### config.mk
export PLATFORM = sky130hd
export DESIGN_NAME = two_relay_fire_sequencer_top
export DESIGN_NICKNAME = d
export VERILOG_FILES = /design/src/rtl/trfs_pkg.sv /design/src/rtl/trfs_step.sv /design/src/rtl/two_relay_fire_sequencer_top.sv
export VERILOG_INCLUDE_DIRS = /design/src /design/src/rtl
export SDC_FILE = /design/constraint.sdc
export NUM_CORES = 1
export LEC_CHECK = 0
export BUFFER_PORTS_ARGS = -buffer_cell sky130_fd_sc_hd__buf_2
export CAP_MARGIN = 25
export CORE_ASPECT_RATIO = 0.9
export CORE_MARGIN = 8
export CORE_UTILIZATION = 50
export DETAILED_ROUTE_END_ITERATION = 10
export PLACE_DENSITY_LB_ADDON = 0.1
export REMOVE_ABC_BUFFERS = 1
export SYNTH_ARGS = -nofsm -noshare
export SYNTH_HDL_FRONTEND = slang
export SYNTH_HIERARCHICAL = 1
export SYNTH_SLANG_ARGS = --single-unit
### constraint.sdc
create_clock -name clk -period 11.25 [get_ports clk]
set_clock_uncertainty 0.1 [all_clocks]
set_input_delay 2.25 -clock clk [delete_from_list [all_inputs] [get_ports clk]]
set_output_delay 2.25 -clock clk [all_outputs]
set_load 0.02 [all_outputs]
### src/rtl/assert_macros.svh
// ----------------------------------------------------------------------------
// assertion macros
// shared concurrent assertion forms, clocked on clk and gated by rst_n
// ----------------------------------------------------------------------------
`ifndef ASSERT_MACROS_SVH
`define ASSERT_MACROS_SVH

// plain property checked at every edge outside reset
`define TRFS_ASSERT(lbl, prop, msg) \
  lbl: assert property (@(posedge clk) disable iff (!rst_n) (prop)) else $error(msg);

// same-cycle implication
`define TRFS_ASSERT_IMPL(lbl, ante, cons, msg) \
  lbl: assert property (@(posedge clk) disable iff (!rst_n) (ante) |-> (cons)) else $error(msg);

// next-cycle implication
`define TRFS_ASSERT_NEXT(lbl, ante, cons, msg) \
  lbl: assert property (@(posedge clk) disable iff (!rst_n) (ante) |=> (cons)) else $error(msg);

`endif

### src/rtl/trfs_pkg.sv
// ----------------------------------------------------------------------------
// trfs_pkg
// types and codes of the two-relay firing sequencer
// ----------------------------------------------------------------------------
`timescale 1ns / 1ps

package trfs_pkg;

  localparam int DUR_W = 16;

  // item kinds
  localparam logic [1:0] ACT_TICK    = 2'd0;
  localparam logic [1:0] ACT_START   = 2'd1;
  localparam logic [1:0] ACT_STOP    = 2'd2;
  localparam logic [1:0] ACT_INHIBIT = 2'd3;

  // sequence phases
  localparam logic [2:0] PH_IDLE     = 3'd0;
  localparam logic [2:0] PH_PREFIRE  = 3'd1;
  localparam logic [2:0] PH_SPINUP   = 3'd2;
  localparam logic [2:0] PH_FIRING   = 3'd3;
  localparam logic [2:0] PH_SPINDOWN = 3'd4;

  // register indexes
  localparam logic [2:0] REG_RELAY2_EN   = 3'd0;
  localparam logic [2:0] REG_DEFAULT_DUR = 3'd1;
  localparam logic [2:0] REG_MIN_DUR     = 3'd2;
  localparam logic [2:0] REG_MAX_DUR     = 3'd3;
  localparam logic [2:0] REG_PREFIRE_DLY = 3'd4;
  localparam logic [2:0] REG_SPIN_DLY    = 3'd5;

  typedef struct packed {
    logic             relay2_en;
    logic [DUR_W-1:0] default_dur;
    logic [DUR_W-1:0] min_dur;
    logic [DUR_W-1:0] max_dur;
    logic [DUR_W-1:0] prefire_dly;
    logic [DUR_W-1:0] spin_dly;
  } cfg_t;

  typedef struct packed {
    logic [1:0]       action;
    logic [DUR_W-1:0] req_dur;
    logic             immediate_spin;
    logic             inhibit_value;
  } item_t;

  typedef struct packed {
    logic [2:0]       phase;
    logic [DUR_W-1:0] active_duration;
    logic             inhibit;
    logic             relay_one;
    logic             relay_two;
  } seq_state_t;

  // last member sits in bit 0
  typedef struct packed {
    logic       start_accepted;
    logic       is_inhibited;
    logic [2:0] phase;
    logic       relay_two_on;
    logic       relay_one_on;
  } result_t;

endpackage

### src/rtl/trfs_step.sv
// ----------------------------------------------------------------------------
// trfs_step
// next-state and result logic for one item of the firing sequencer
// ----------------------------------------------------------------------------
`timescale 1ns / 1ps

module trfs_step
  import trfs_pkg::*;
#(
  parameter int TIME_WIDTH = 16
) (
  input  cfg_t                  cfg_i,
  input  seq_state_t            state_i,
  input  logic [TIME_WIDTH-1:0] elapsed_i,
  input  item_t                 item_i,
  output seq_state_t            state_o,
  output logic [TIME_WIDTH-1:0] elapsed_o,
  output result_t               result_o
);

  localparam int CW = (TIME_WIDTH > DUR_W) ? TIME_WIDTH : DUR_W;
  localparam logic [TIME_WIDTH-1:0] CNT_MAX = {TIME_WIDTH{1'b1}};

  logic [TIME_WIDTH-1:0] elapsed_inc;
  logic [DUR_W-1:0]      dur_pick;
  logic [DUR_W-1:0]      dur_clamped;
  logic                  rch_prefire;
  logic                  rch_spin;
  logic                  rch_active;
  logic                  stop_to_spindown;
  logic                  accepted;

  // a delay beyond the counter range counts as reached once the counter saturates
  function automatic logic reached(input logic [TIME_WIDTH-1:0] cnt,
                                   input logic [DUR_W-1:0] dly);
    reached = (cnt == CNT_MAX) || (CW'(cnt) >= CW'(dly));
  endfunction

  assign elapsed_inc = (elapsed_i == CNT_MAX) ? elapsed_i : elapsed_i + TIME_WIDTH'(1);
  assign rch_prefire = reached(elapsed_inc, cfg_i.prefire_dly);
  assign rch_spin    = reached(elapsed_inc, cfg_i.spin_dly);
  assign rch_active  = reached(elapsed_inc, state_i.active_duration);

  // min test first, so min wins over max
  assign dur_pick = (item_i.req_dur == '0) ? cfg_i.default_dur : item_i.req_dur;
  always_comb begin
    priority if (dur_pick < cfg_i.min_dur) begin
      dur_clamped = cfg_i.min_dur;
    end else if (dur_pick > cfg_i.max_dur) begin
      dur_clamped = cfg_i.max_dur;
    end else begin
      dur_clamped = dur_pick;
    end
  end

  assign stop_to_spindown = cfg_i.relay2_en &&
                            ((state_i.phase == PH_SPINUP) || (state_i.phase == PH_FIRING));

  always_comb begin
    state_o   = state_i;
    elapsed_o = elapsed_i;
    accepted  = 1'b0;
    unique case (item_i.action)
      ACT_TICK: begin
        if (state_i.phase != PH_IDLE) begin
          elapsed_o = elapsed_inc;
          unique case (state_i.phase)
            PH_PREFIRE: begin
              if (rch_prefire) begin
                state_o.relay_one = 1'b1;
                state_o.relay_two = 1'b0;
                state_o.phase     = PH_SPINUP;
                elapsed_o         = '0;
              end
            end
            PH_SPINUP: begin
              if (!cfg_i.relay2_en) begin
                if (rch_active) begin
                  state_o.relay_one = 1'b0;
                  state_o.relay_two = 1'b0;
                  state_o.phase     = PH_IDLE;
                end
              end else if (rch_spin) begin
                state_o.relay_two = 1'b1;
                state_o.phase     = PH_FIRING;
                elapsed_o         = '0;
              end
            end
            PH_FIRING: begin
              if (rch_active) begin
                state_o.relay_two = 1'b0;
                state_o.phase     = PH_SPINDOWN;
                elapsed_o         = '0;
              end
            end
            PH_SPINDOWN: begin
              if (rch_spin) begin
                state_o.relay_one = 1'b0;
                state_o.phase     = PH_IDLE;
              end
            end
            default: begin
              state_o.relay_one = 1'b0;
              state_o.relay_two = 1'b0;
              state_o.phase     = PH_IDLE;
            end
          endcase
        end
      end
      ACT_START: begin
        if (!state_i.inhibit && (state_i.phase == PH_IDLE)) begin
          state_o.active_duration = dur_clamped;
          elapsed_o               = '0;
          accepted                = 1'b1;
          if (item_i.immediate_spin) begin
            state_o.relay_one = 1'b1;
            state_o.relay_two = 1'b0;
            state_o.phase     = PH_SPINUP;
          end else begin
            state_o.phase = PH_PREFIRE;
          end
        end
      end
      ACT_STOP, ACT_INHIBIT: begin
        // raising inhibit behaves as a stop; lowering only clears the flag
        if ((item_i.action == ACT_STOP) ||
            (item_i.inhibit_value && !state_i.inhibit)) begin
          if (stop_to_spindown) begin
            state_o.relay_two = 1'b0;
            state_o.phase     = PH_SPINDOWN;
            elapsed_o         = '0;
          end else begin
            state_o.relay_one = 1'b0;
            state_o.relay_two = 1'b0;
            state_o.phase     = PH_IDLE;
          end
        end
        if (item_i.action == ACT_INHIBIT) begin
          state_o.inhibit = item_i.inhibit_value;
        end
      end
      default: begin
        state_o = state_i;
      end
    endcase
  end

  always_comb begin
    result_o.relay_one_on   = state_o.relay_one;
    result_o.relay_two_on   = state_o.relay_two;
    result_o.phase          = state_o.phase;
    result_o.is_inhibited   = state_o.inhibit;
    result_o.start_accepted = accepted;
  end

endmodule

### src/rtl/two_relay_fire_sequencer_top.sv
// ----------------------------------------------------------------------------
// two_relay_fire_sequencer_top
// timed two-relay firing sequencer with tick, start, stop and inhibit words
// ----------------------------------------------------------------------------
//  channel | direction | contents
//  in_     | slave     | tuser: action; tdata: req_dur, immediate_spin, inhibit_value
//  out_    | master    | tdata: relay_one_on, relay_two_on, phase, is_inhibited,
//          |           |        start_accepted
//  cfg_    | write     | cfg_addr selects register, cfg_wdata 16 bits
//
//  one word per cycle sustained while out_tready stays high; a word lands in the
//  input register and, once the result register is free or being taken, updates the
//  sequence state and fills the result register, which drives out_tvalid
//  a result waiting on out_tready holds one further word in the input register
//  reset (synchronous, rst_n low) restores register defaults and the idle state
// ----------------------------------------------------------------------------
`timescale 1ns / 1ps

module two_relay_fire_sequencer_top
  import trfs_pkg::*;
#(
  parameter int TIME_WIDTH = 16
) (
  input  logic             clk,
  input  logic             rst_n,
  // slave channel
  input  logic             in_tvalid,
  output logic             in_tready,
  input  logic [23:0]      in_tdata,   // req_dur[15:0], immediate_spin, inhibit_value
  input  logic [1:0]       in_tuser,   // action
  // master channel
  output logic             out_tvalid,
  input  logic             out_tready,
  output logic [7:0]       out_tdata,  // relay_one_on, relay_two_on, phase[2:0],
                                       // is_inhibited, start_accepted
  // configuration
  input  logic             cfg_we,
  input  logic [2:0]       cfg_addr,
  input  logic [DUR_W-1:0] cfg_wdata
);

  cfg_t                  cfg_r;
  item_t                 in_item_r;
  logic                  in_v_r;
  result_t               out_data_r;
  logic                  out_v_r;
  seq_state_t            seq_r;
  seq_state_t            seq_nxt;
  logic [TIME_WIDTH-1:0] elapsed_r;
  logic [TIME_WIDTH-1:0] elapsed_nxt;
  result_t               result;
  logic                  fire;

  assign fire      = in_v_r && (!out_v_r || out_tready);
  assign in_tready = !in_v_r || fire;

  // configuration registers
  always_ff @(posedge clk) begin
    if (!rst_n) begin
      cfg_r.relay2_en   <= 1'b1;
      cfg_r.default_dur <= DUR_W'(500);
      cfg_r.min_dur     <= DUR_W'(50);
      cfg_r.max_dur     <= DUR_W'(5000);
      cfg_r.prefire_dly <= '0;
      cfg_r.spin_dly    <= DUR_W'(200);
    end else if (cfg_we) begin
      unique case (cfg_addr)
        REG_RELAY2_EN:   cfg_r.relay2_en   <= cfg_wdata[0];
        REG_DEFAULT_DUR: cfg_r.default_dur <= cfg_wdata;
        REG_MIN_DUR:     cfg_r.min_dur     <= cfg_wdata;
        REG_MAX_DUR:     cfg_r.max_dur     <= cfg_wdata;
        REG_PREFIRE_DLY: cfg_r.prefire_dly <= cfg_wdata;
        REG_SPIN_DLY:    cfg_r.spin_dly    <= cfg_wdata;
        default: begin
        end
      endcase
    end
  end

  // input register
  always_ff @(posedge clk) begin
    if (!rst_n) begin
      in_v_r <= 1'b0;
    end else if (in_tready) begin
      in_v_r <= in_tvalid;
    end
  end

  always_ff @(posedge clk) begin
    if (in_tvalid && in_tready) begin
      in_item_r.action         <= in_tuser;
      in_item_r.req_dur        <= in_tdata[15:0];
      in_item_r.immediate_spin <= in_tdata[16];
      in_item_r.inhibit_value  <= in_tdata[17];
    end
  end

  trfs_step #(
    .TIME_WIDTH(TIME_WIDTH)
  ) u_step (
    .cfg_i    (cfg_r),
    .state_i  (seq_r),
    .elapsed_i(elapsed_r),
    .item_i   (in_item_r),
    .state_o  (seq_nxt),
    .elapsed_o(elapsed_nxt),
    .result_o (result)
  );

  // sequence state
  always_ff @(posedge clk) begin
    if (!rst_n) begin
      seq_r.phase           <= PH_IDLE;
      seq_r.active_duration <= '0;
      seq_r.inhibit         <= 1'b0;
      seq_r.relay_one       <= 1'b0;
      seq_r.relay_two       <= 1'b0;
      elapsed_r             <= '0;
    end else if (fire) begin
      seq_r     <= seq_nxt;
      elapsed_r <= elapsed_nxt;
    end
  end

  // result register
  always_ff @(posedge clk) begin
    if (!rst_n) begin
      out_v_r <= 1'b0;
    end else if (fire) begin
      out_v_r <= 1'b1;
    end else if (out_tready) begin
      out_v_r <= 1'b0;
    end
  end

  always_ff @(posedge clk) begin
    if (fire) begin
      out_data_r <= result;
    end
  end

  assign out_tvalid = out_v_r;
  assign out_tdata  = {1'b0, out_data_r};

`include "assert_macros.svh"

  `TRFS_ASSERT_IMPL(a_relay_two_firing, seq_r.relay_two,
                    seq_r.relay_one && (seq_r.phase == PH_FIRING),
                    "relay two on outside firing or without relay one")
  `TRFS_ASSERT_IMPL(a_quiet_relays, (seq_r.phase == PH_IDLE) || (seq_r.phase == PH_PREFIRE),
                    !seq_r.relay_one && !seq_r.relay_two,
                    "relay energised while idle or in prefire")
  `TRFS_ASSERT_IMPL(a_start_from_idle, fire && result.start_accepted,
                    (seq_r.phase == PH_IDLE) && !seq_r.inhibit &&
                    (in_item_r.action == ACT_START),
                    "start accepted outside idle or while inhibited")
  `TRFS_ASSERT_NEXT(a_word_held, in_v_r && !fire, in_v_r && $stable(in_item_r),
                    "pending input word lost")

endmodule

==> flow_metrics.env, run 1 <==
export IMPL_status="finished clean"
export IMPL_die_w_um=158
export IMPL_path_common_cell="sky130_fd_sc_hd__buf_2"
export IMPL_post_synthesis_cell_type_with_the_largest_combined_area="sky130_fd_sc_hd__dfxtp_1"
export IMPL_start_util=0.503
export IMPL_async_reset_ff_frac=0
export IMPL_total_power_mw=1.26
export IMPL_critical_path_endpoint_type="primary output"
export IMPL_dieArea_um2=22800
export IMPL_post_route_cells_drive_above_1_share=0.119
export IMPL_whs_ns=0.362
export IMPL_path_clk_slew_ns=0.06
export IMPL_grt_setup_unrepaired="false"
export IMPL_placed_instances=1295
export IMPL_final_hold_violation_count=0
export IMPL_top_level_ports=60
export IMPL_arrival_ns=2.76
export IMPL_final_critical_path_setup_slack_ns=6.14
export IMPL_power_ir_vdd_worst_mv=0.102
export IMPL_first_pass_iters=5
export IMPL_design_core_area_um2=18100
export IMPL_first_pass_grt_wire_length_mm=35.2
export IMPL_hp_class="reg2reg"
export IMPL_cp_required_ns=8.90
export IMPL_pin_count_of_the_biggest_net_entering_global_routing=74
export IMPL_post_route_min_period_ns=5.11
export IMPL_nNetsFinal=1200
export IMPL_maxClockFrequency_mhz=196
export IMPL_syn2layout_area_growth_pct=9.27
export IMPL_detail_route_drc_violations=0
export IMPL_cts_repair_resized=0
export IMPL_synth_top_cells_by_area="sky130_fd_sc_hd__dfxtp_1 27%, sky130_fd_sc_hd__ha_1 11%, sky130_fd_sc_hd__edfxtp_1 8.9%, sky130_fd_sc_hd__mux2i_1 8.0%, sky130_fd_sc_hd__nand2_1 6.3%"
export IMPL_number_of_inserted_diodes=0
export IMPL_filler_cell_count=1738
export IMPL_finish_utilization=0.550
export IMPL_crit_path_top_delay_cell="sky130_fd_sc_hd__nor2b_4"
export IMPL_cell_chain_of_the_critical_path="buf_2 -> nor2b_4 -> nand2_1 -> buf_2"
export IMPL_cts_hold_fix_buffers=0
export IMPL_synthDistinctLibCells=74
export IMPL_grt_overflow_total=0
export IMPL_postSynthAreaPerCell_um2=8.59
export IMPL_reg2regPathDepth=18
export IMPL_final_instance_count_excl_fill=1328
export IMPL_critical_path_startpoint_type="input port"
export IMPL_static_leakage_power_nw=4.16
export IMPL_post_dp_hpwl_mm=15.4
export IMPL_synthesis_area_um2=9110
export IMPL_max_clock_path_buffers=2
export IMPL_summed_negative_setup_slack_over_all_endpoints_ns=0
export IMPL_routedWlPerCell_um=15.9
export IMPL_list_of_most_frequent_post_synthesis_cells="152 x sky130_fd_sc_hd__nand2_1, 121 x sky130_fd_sc_hd__dfxtp_1, 92 x sky130_fd_sc_hd__nand3_1"
export IMPL_grt_antenna_before_repair=0
export IMPL_drt_vias_per_instance=5.56
export IMPL_vias_in_the_first_global_route=7011
export IMPL_place_gp_congestion=0.893
export IMPL_final_max_slew_violation_count=0
export IMPL_synthesis_instances=1060
export IMPL_clk_root_buffer_cell="sky130_fd_sc_hd__clkbuf_16"
export IMPL_synth_seq_area_share=0.355
export IMPL_cap_violations=0
export IMPL_tritoncts="built"
export IMPL_totalWireLength_mm=21.2
export IMPL_cp_num_cells=4
export IMPL_final_cell_area_um2=9950
export IMPL_worstHoldPathCells=2
export IMPL_synth_ff_latch_count=148
export IMPL_yosysMostFrequentCell="sky130_fd_sc_hd__nand2_1"
export IMPL_routed_via_count=7390
export IMPL_timing_final_setup_violations=0
export IMPL_p_per_area_nw_per_um2=126
export IMPL_standard_cell_rows=47
export IMPL_largest_delay_contributor_family_on_the_critical_path="buffers and inverters"
export IMPL_preCtsSetupSlack_ns=6.14
export IMPL_synth_largest_type_area_fraction=0.266
export IMPL_synth_edff_count=27
export IMPL_critPathKind="in2out"
export IMPL_synth_main_ff_cell="sky130_fd_sc_hd__dfxtp_1"
export IMPL_place_area_um2=9330
export IMPL_clk_latency_ns=0.43
export IMPL_cp_buffers_inverters=2
export IMPL_timing_max_slew_rel_slack=0.352
export IMPL_global_route_usage_over_all_layers=0.194
export IMPL_cpPeakStageDelay_ns=0.16
export IMPL_critPathMaxFanout=4
export IMPL_tritoncts_num_sinks=148
export IMPL_drt_first_iter_violations=614
export IMPL_ant_nets=0
export IMPL_worst_pin_slew_ns=0.973
export IMPL_cts_made_buffers=17
export IMPL_floorplan_die_height_um=144
export IMPL_buffer_ports_inserted=52
export IMPL_ys_warn_count=6
export IMPL_ctsHtreeMaxLevel=4
export IMPL_postCtsSetupBuffers=0
export IMPL_fin_crit_sh=0.454
-- routing by layer --
| metal | share of wire | up-vias | track usage |
|---|---|---|---|
| met5 | 0 | - | 0 |
| met4 | 0.0049 | 0 | 0.0382 |
| met3 | 0.040 | 7 | 0.0367 |
| met2 | 0.44 | 131 | 0.300 |
| met1 | 0.52 | 3448 | 0.275 |
| li1 | - | 3804 | - |
-- report_power, final --
part           internal, mW  total (mW)  switching [mW]
combinational        0.0434       0.116          0.0728
clock                 0.322       0.579           0.257
sequential            0.554       0.562         0.00893
total                 0.919        1.26           0.339
-- worst register-to-register path, cell delays in order, from the launching register on --
cell and delay [ns]:
sky130_fd_sc_hd__dfxtp_1 0.51, sky130_fd_sc_hd__ha_1 0.35, sky130_fd_sc_hd__and3_1 0.32, sky130_fd_sc_hd__nand2_1 0.20
sky130_fd_sc_hd__nor2_1 0.19, sky130_fd_sc_hd__and3_1 0.20, sky130_fd_sc_hd__nor2_1 0.04, sky130_fd_sc_hd__a21oi_1 0.36
sky130_fd_sc_hd__ha_1 0.33, sky130_fd_sc_hd__a21o_1 0.19, sky130_fd_sc_hd__a21oi_1 0.18, sky130_fd_sc_hd__o211ai_1 0.13
sky130_fd_sc_hd__a31oi_1 0.16, sky130_fd_sc_hd__o21bai_1 0.19, sky130_fd_sc_hd__o211ai_1 0.44, sky130_fd_sc_hd__and4_4 0.45
sky130_fd_sc_hd__a311o_1 0.20, sky130_fd_sc_hd__nand2_1 0.05, sky130_fd_sc_hd__mux2i_1 0.15
-- logic make-up after synthesis --
logic type / count (synthesis) / share of synthesized area
flops: 148 / 0.355
buf+inv: 158 / 0.0835
mux: 74 / 0.0814
compound gates: 230 / 0.165
other cells: 1 / 0.000412
simple gates: 359 / 0.195
fa+ha+maj: 80 / 0.110
xor+xnor: 10 / 0.00961
-- area by class of cell --
class / count / area (µm²) / area share
Timing Repair Buffer: 63 / 365 / 0.0367
Inverter: 86 / 323 / 0.0324
Clock inverter: 14 / 160 / 0.0161
Tap cell: 245 / 307 / 0.0308
Sequential cell: 148 / 3230 / 0.325
Clock buffer: 18 / 439 / 0.0441
Multi-Input combinational cell: 754 / 5130 / 0.515
-- cell usage in the layout (no fill, tap or decap), types with 9 or more instances in the layout --
cell type                   Yosys  routed
sky130_fd_sc_hd__mux2i_1       73      73
sky130_fd_sc_hd__a21oi_1       35      35
sky130_fd_sc_hd__edfxtp_1      27      27
sky130_fd_sc_hd__nor2_1        30      30
sky130_fd_sc_hd__ha_1          80      80
sky130_fd_sc_hd__buf_4         19      11
sky130_fd_sc_hd__nand4_1       13      13
sky130_fd_sc_hd__buf_2         17      51
sky130_fd_sc_hd__nand3_1       92      92
sky130_fd_sc_hd__nor4_1         9       9
sky130_fd_sc_hd__o211ai_1      24      24
sky130_fd_sc_hd__o21ai_0       85      85
sky130_fd_sc_hd__a32o_2        10      10
sky130_fd_sc_hd__a21o_1        26      26
sky130_fd_sc_hd__dfxtp_1      121     121
sky130_fd_sc_hd__inv_1         85      85
sky130_fd_sc_hd__clkbuf_16      0      17
sky130_fd_sc_hd__and3_1         9       9
sky130_fd_sc_hd__nand2_1      152     152
-- state kept, by name, summed over array words and instances (netlist names) --
name	cells
cfg_r	81
elapsed_r	16
in_item_r	20
in_v_r	1
out_tdata	7
out_tvalid	1
seq_r	22
-- path summary, 6_finish.rpt --
| check | from | endpoint | slack (ns) |
|---|---|---|---|
| setup / recovery | out_tready | in_tready | 6.14 |
| hold / removal | seq_r[0]$_SDFFE_PN0P_ | seq_r[0]$_SDFFE_PN0P_ | 0.36 |
| setup reg to reg | elapsed_r[0]$_SDFFE_PN0P_ | elapsed_r[0]$_SDFFE_PN0P_ | 6.44 |
| hold reg to reg | seq_r[0]$_SDFFE_PN0P_ | seq_r[0]$_SDFFE_PN0P_ | 0.36 |
(Power assumes the default switching activity.)
==> run 2: changes to the inputs <==
- ABC_AREA: not set -> 1
- clock period: 11.25 -> 5.19 ns (I/O delays scaled with it)
==> run 2 against run 1 <==
  * Combinational power grew to 5.5 times the previous value
  * Largest power group unchanged
  * Critical path depth grew 16
  * Setup slack lost 5.4 ns
  * Non-clock buffer count grew 2
  * Critical path type is now reg2reg
  * Via count grew 29%
  * Total power grew to 2.6 times the previous value
==> flow_metrics.env, run 2 <==
export IMPL_status="finished clean"
export IMPL_cpPeakStageDelay_ns=0.57
export IMPL_final_cell_area_um2=11100
export IMPL_largest_delay_contributor_family_on_the_critical_path="simple AND/OR/NAND/NOR gates"
export IMPL_synthesis_area_um2=10100
export IMPL_worst_pin_slew_ns=0.999
export IMPL_post_synthesis_cell_type_with_the_largest_combined_area="sky130_fd_sc_hd__dfxtp_1"
export IMPL_vias_in_the_first_global_route=8847
export IMPL_post_route_cells_drive_above_1_share=0.0998
export IMPL_post_synthesis_simple_gate_area_fraction=0.405
export IMPL_synthDistinctLibCells=43
export IMPL_share_seq_of_total_power=0.392
export IMPL_place_gp_congestion=0.857
export IMPL_top_level_ports=60
export IMPL_synthesis_instances=1546
export IMPL_grt_setup_unrepaired="false"
export IMPL_ctsHtreeMaxLevel=4
export IMPL_path_common_cell="sky130_fd_sc_hd__nand2_1"
export IMPL_crit_path_top_delay_cell="sky130_fd_sc_hd__nand2_1"
export IMPL_p_per_area_nw_per_um2=295
export IMPL_place_area_um2=10400
export IMPL_reg2regPathDepth=20
export IMPL_synth_edff_count=27
export IMPL_hp_class="reg2reg"
export IMPL_ant_nets=0
export IMPL_max_reg_flops=81
export IMPL_combPwrFrac=0.195
export IMPL_totalWireLength_mm=26.5
export IMPL_tritoncts="built"
export IMPL_final_max_slew_violation_count=0
export IMPL_pwr_share_clk=0.412
export IMPL_critPathMaxFanout=32
export IMPL_cp_buffers_inverters=2
export IMPL_leading_cell_type_in_the_layout_fill_and_taps_excluded="sky130_fd_sc_hd__nand2_1"
export IMPL_total_power_mw=3.26
export IMPL_start_util=0.508
export IMPL_cap_violations=0
export IMPL_first_pass_iters=8
export IMPL_main_combinational_cell_family_by_area_after_synthesis="simple AND/OR/NAND/NOR gates"
export IMPL_global_route_usage_over_all_layers=0.212
export IMPL_standard_cell_rows=49
export IMPL_p_sw_frac=0.305
export IMPL_synth_main_ff_cell="sky130_fd_sc_hd__dfxtp_1"
export IMPL_path_clk_slew_ns=0.07
export IMPL_synth_seq_area_share=0.320
export IMPL_timing_max_slew_rel_slack=0.333
export IMPL_die_w_um=166
export IMPL_min_to="cfg_r[3]$_SDFFE_PN1P_"
export IMPL_placed_instances=1796
export IMPL_critical_path_endpoint_type="flip-flop"
export IMPL_net_switching_power_uw=994
export IMPL_grt_overflow_total=0
export IMPL_post_synth_xor_area_fraction=0.00260
export IMPL_floorplan_die_height_um=151
export IMPL_postSynthAreaPerCell_um2=6.54
export IMPL_layout_common_cells="435 x sky130_fd_sc_hd__nand2_1, 254 x sky130_fd_sc_hd__nor2_1, 168 x sky130_fd_sc_hd__inv_1"
export IMPL_maxClockFrequency_mhz=223
export IMPL_grt_antenna_before_repair=0
export IMPL_grtUsageMet2=0.338
export IMPL_whs_ns=0.361
export IMPL_clk_latency_ns=0.42
export IMPL_dieArea_um2=25000
export IMPL_timing_final_setup_violations=0
export IMPL_rr_startpoint="in_item_r[3]$_DFFE_PP_"
export IMPL_cts_hold_fix_buffers=0
export IMPL_largest_registers="cfg_r (81), seq_r (22), in_item_r (20)"
export IMPL_nNetsFinal=1690
export IMPL_cts_repair_resized=0
export IMPL_drt_first_iter_violations=812
export IMPL_final_critical_path_setup_slack_ns=0.707
export IMPL_routedWlPerCell_um=14.5
export IMPL_arrival_ns=4.70
export IMPL_synth_area_mux_share=0
export IMPL_routed_via_count=9549
export IMPL_busiest_layer="met2"
export IMPL_synth_largest_type_area_fraction=0.240
export IMPL_design_core_area_um2=19900
export IMPL_post_synth_fa_ha_maj_area_fraction=0.0990
export IMPL_grt_util_met1=0.293
export IMPL_r2r_end="seq_r[13]$_SDFFE_PN0P_"
export IMPL_ys_warn_count=6
export IMPL_final_hold_violation_count=0
export IMPL_critPathKind="reg2reg"
export IMPL_drt_vias_per_instance=5.22
export IMPL_static_leakage_power_nw=5.30
export IMPL_tritoncts_num_sinks=148
export IMPL_largest_register="cfg_r"
export IMPL_number_of_inserted_diodes=0
export IMPL_cell_chain_of_the_critical_path="nor2_1 -> nand2_1 -> nor3_1 -> nand2_1 -> inv_1 -> a21oi_1 -> inv_1 -> ha_1 -> a21oi_1 -> o21ai_0 -> o21ai_0 -> o2111ai_1 -> nand2_1 -> o21ai_0 -> nand2_1 -> nand3_1 -> nand2_1 -> nand3b_1 -> nand2_1 -> nor2_1"
export IMPL_buffer_ports_inserted=52
export IMPL_finish_utilization=0.555
export IMPL_async_reset_ff_frac=0
export IMPL_critical_path_startpoint_type="flip-flop"
export IMPL_final_instance_count_excl_fill=1828
export IMPL_pin_count_of_the_biggest_net_entering_global_routing=87
export IMPL_synth_top_cells_by_area="sky130_fd_sc_hd__dfxtp_1 24%, sky130_fd_sc_hd__nand2_1 16%, sky130_fd_sc_hd__ha_1 9.9%, sky130_fd_sc_hd__nor2_1 9.5%, sky130_fd_sc_hd__edfxtp_1 8.0%"
export IMPL_summed_negative_setup_slack_over_all_endpoints_ns=0
export IMPL_power_ir_vdd_worst_mv=0.202
export IMPL_min_delay_start="cfg_r[3]$_SDFFE_PN1P_"
export IMPL_first_pass_grt_wire_length_mm=43.7
export IMPL_p_int_mw=2.27
export IMPL_yosysMostFrequentCell="sky130_fd_sc_hd__nand2_1"
export IMPL_synth_ff_latch_count=148
export IMPL_clk_root_buffer_cell="sky130_fd_sc_hd__clkbuf_16"
export IMPL_worstHoldPathCells=2
export IMPL_filler_cell_count=2009
export IMPL_post_dp_hpwl_mm=19.0
export IMPL_list_of_most_frequent_post_synthesis_cells="436 x sky130_fd_sc_hd__nand2_1, 257 x sky130_fd_sc_hd__nor2_1, 168 x sky130_fd_sc_hd__inv_1"
export IMPL_r2r_setup_slack_ns=0.71
export IMPL_postCtsSetupBuffers=0
export IMPL_max_clock_path_buffers=2
export IMPL_cts_made_buffers=17
export IMPL_global_route_usage_met3=0.0328
export IMPL_fin_crit_sh=0.864
export IMPL_preCtsSetupSlack_ns=0.899
export IMPL_cp_required_ns=5.40
export IMPL_detail_route_drc_violations=0
export IMPL_synth_compound_area_share=0.0704
export IMPL_syn2layout_area_growth_pct=9.37
export IMPL_post_route_min_period_ns=4.48
[run 2: cell types whose count changed after synthesis, sizes merged, moves of 13 or more]
cell    change
mux2i      -73
o21ai      -42
nand2     +311
inv        +88
a21o       -24
nand3      +51
a21oi      +35
o211ai     -24
nor2      +242
a32o       -13
nand3b     +40
[run 2: kinds of logic (layout without fill, tap and decap cells)]
logic type / after synthesis / count (layout)
AND/OR/NAND/NOR: 940 / 940
buffers and inverters: 244 / 271
flip-flops: 148 / 148
AO/OA/AOI/OAI: 130 / 130
adder cells (fa/ha/maj): 80 / 80
XOR/XNOR: 3 / 3
other: 1 / 1
[run 2: power groups by stage]
stage	combinational, mW	sequential (mW)	clock (mW)
after global placement	0.611	1.30	0
after detailed placement	0.626	1.31	0
after floorplan	0.435	1.30	0
after CTS	0.631	1.28	1.37
after global routing	0.730	1.29	1.41
final	0.636	1.28	1.34
[run 2: area by class of cell]
| cell class | count | area [µm²] | area share |
|---|---|---|---|
| clock buffers | 19 | 433 | 0.0391 |
| clock inverters | 13 | 198 | 0.0179 |
| inverters | 174 | 653 | 0.0590 |
| multi-input cells | 1154 | 5860 | 0.530 |
| flip-flops and latches | 148 | 3230 | 0.292 |
| well taps | 255 | 319 | 0.0288 |
| repair buffers | 65 | 360 | 0.0326 |
[run 2: how the worst max path moves through the flow]
stage                            startpoint                endpoint  slack [ns]  depth (start not counted)
floorplan            in_item_r[3]$_DFFE_PP_   seq_r[6]$_SDFFE_PN0P_        1.41                         20
global placement    in_item_r[17]$_DFFE_PP_  seq_r[17]$_SDFFE_PN0P_        0.99                         20
detailed placement   in_item_r[6]$_DFFE_PP_   seq_r[9]$_SDFFE_PN0P_        0.90                         21
CTS                  in_item_r[6]$_DFFE_PP_   seq_r[9]$_SDFFE_PN0P_        0.86                         21
global route         in_item_r[6]$_DFFE_PP_  seq_r[15]$_SDFFE_PN0P_        0.26                         21
finish               in_item_r[3]$_DFFE_PP_  seq_r[13]$_SDFFE_PN0P_        0.71                         20
[run 2: worst register-to-register path, cell delays in order, from the launching register on]
cell,delay [ns]
sky130_fd_sc_hd__edfxtp_1,0.41
sky130_fd_sc_hd__nor2_1,0.12
sky130_fd_sc_hd__nand2_1,0.05
sky130_fd_sc_hd__nor3_1,0.31
sky130_fd_sc_hd__nand2_1,0.08
sky130_fd_sc_hd__inv_1,0.42
sky130_fd_sc_hd__a21oi_1,0.19
sky130_fd_sc_hd__inv_1,0.14
sky130_fd_sc_hd__ha_1,0.16
sky130_fd_sc_hd__a21oi_1,0.07
sky130_fd_sc_hd__o21ai_0,0.41
sky130_fd_sc_hd__o21ai_0,0.20
sky130_fd_sc_hd__o2111ai_1,0.11
sky130_fd_sc_hd__nand2_1,0.57
sky130_fd_sc_hd__o21ai_0,0.44
sky130_fd_sc_hd__nand2_1,0.10
sky130_fd_sc_hd__nand3_1,0.11
sky130_fd_sc_hd__nand2_1,0.06
sky130_fd_sc_hd__nand3b_1,0.16
sky130_fd_sc_hd__nand2_1,0.10
sky130_fd_sc_hd__nor2_1,0.05
[run 2: metal layers]
metal,up-vias,share of wire
met5,-,0
met4,0,0.017
met3,30,0.046
met2,213,0.43
met1,4379,0.51
li1,4927,-
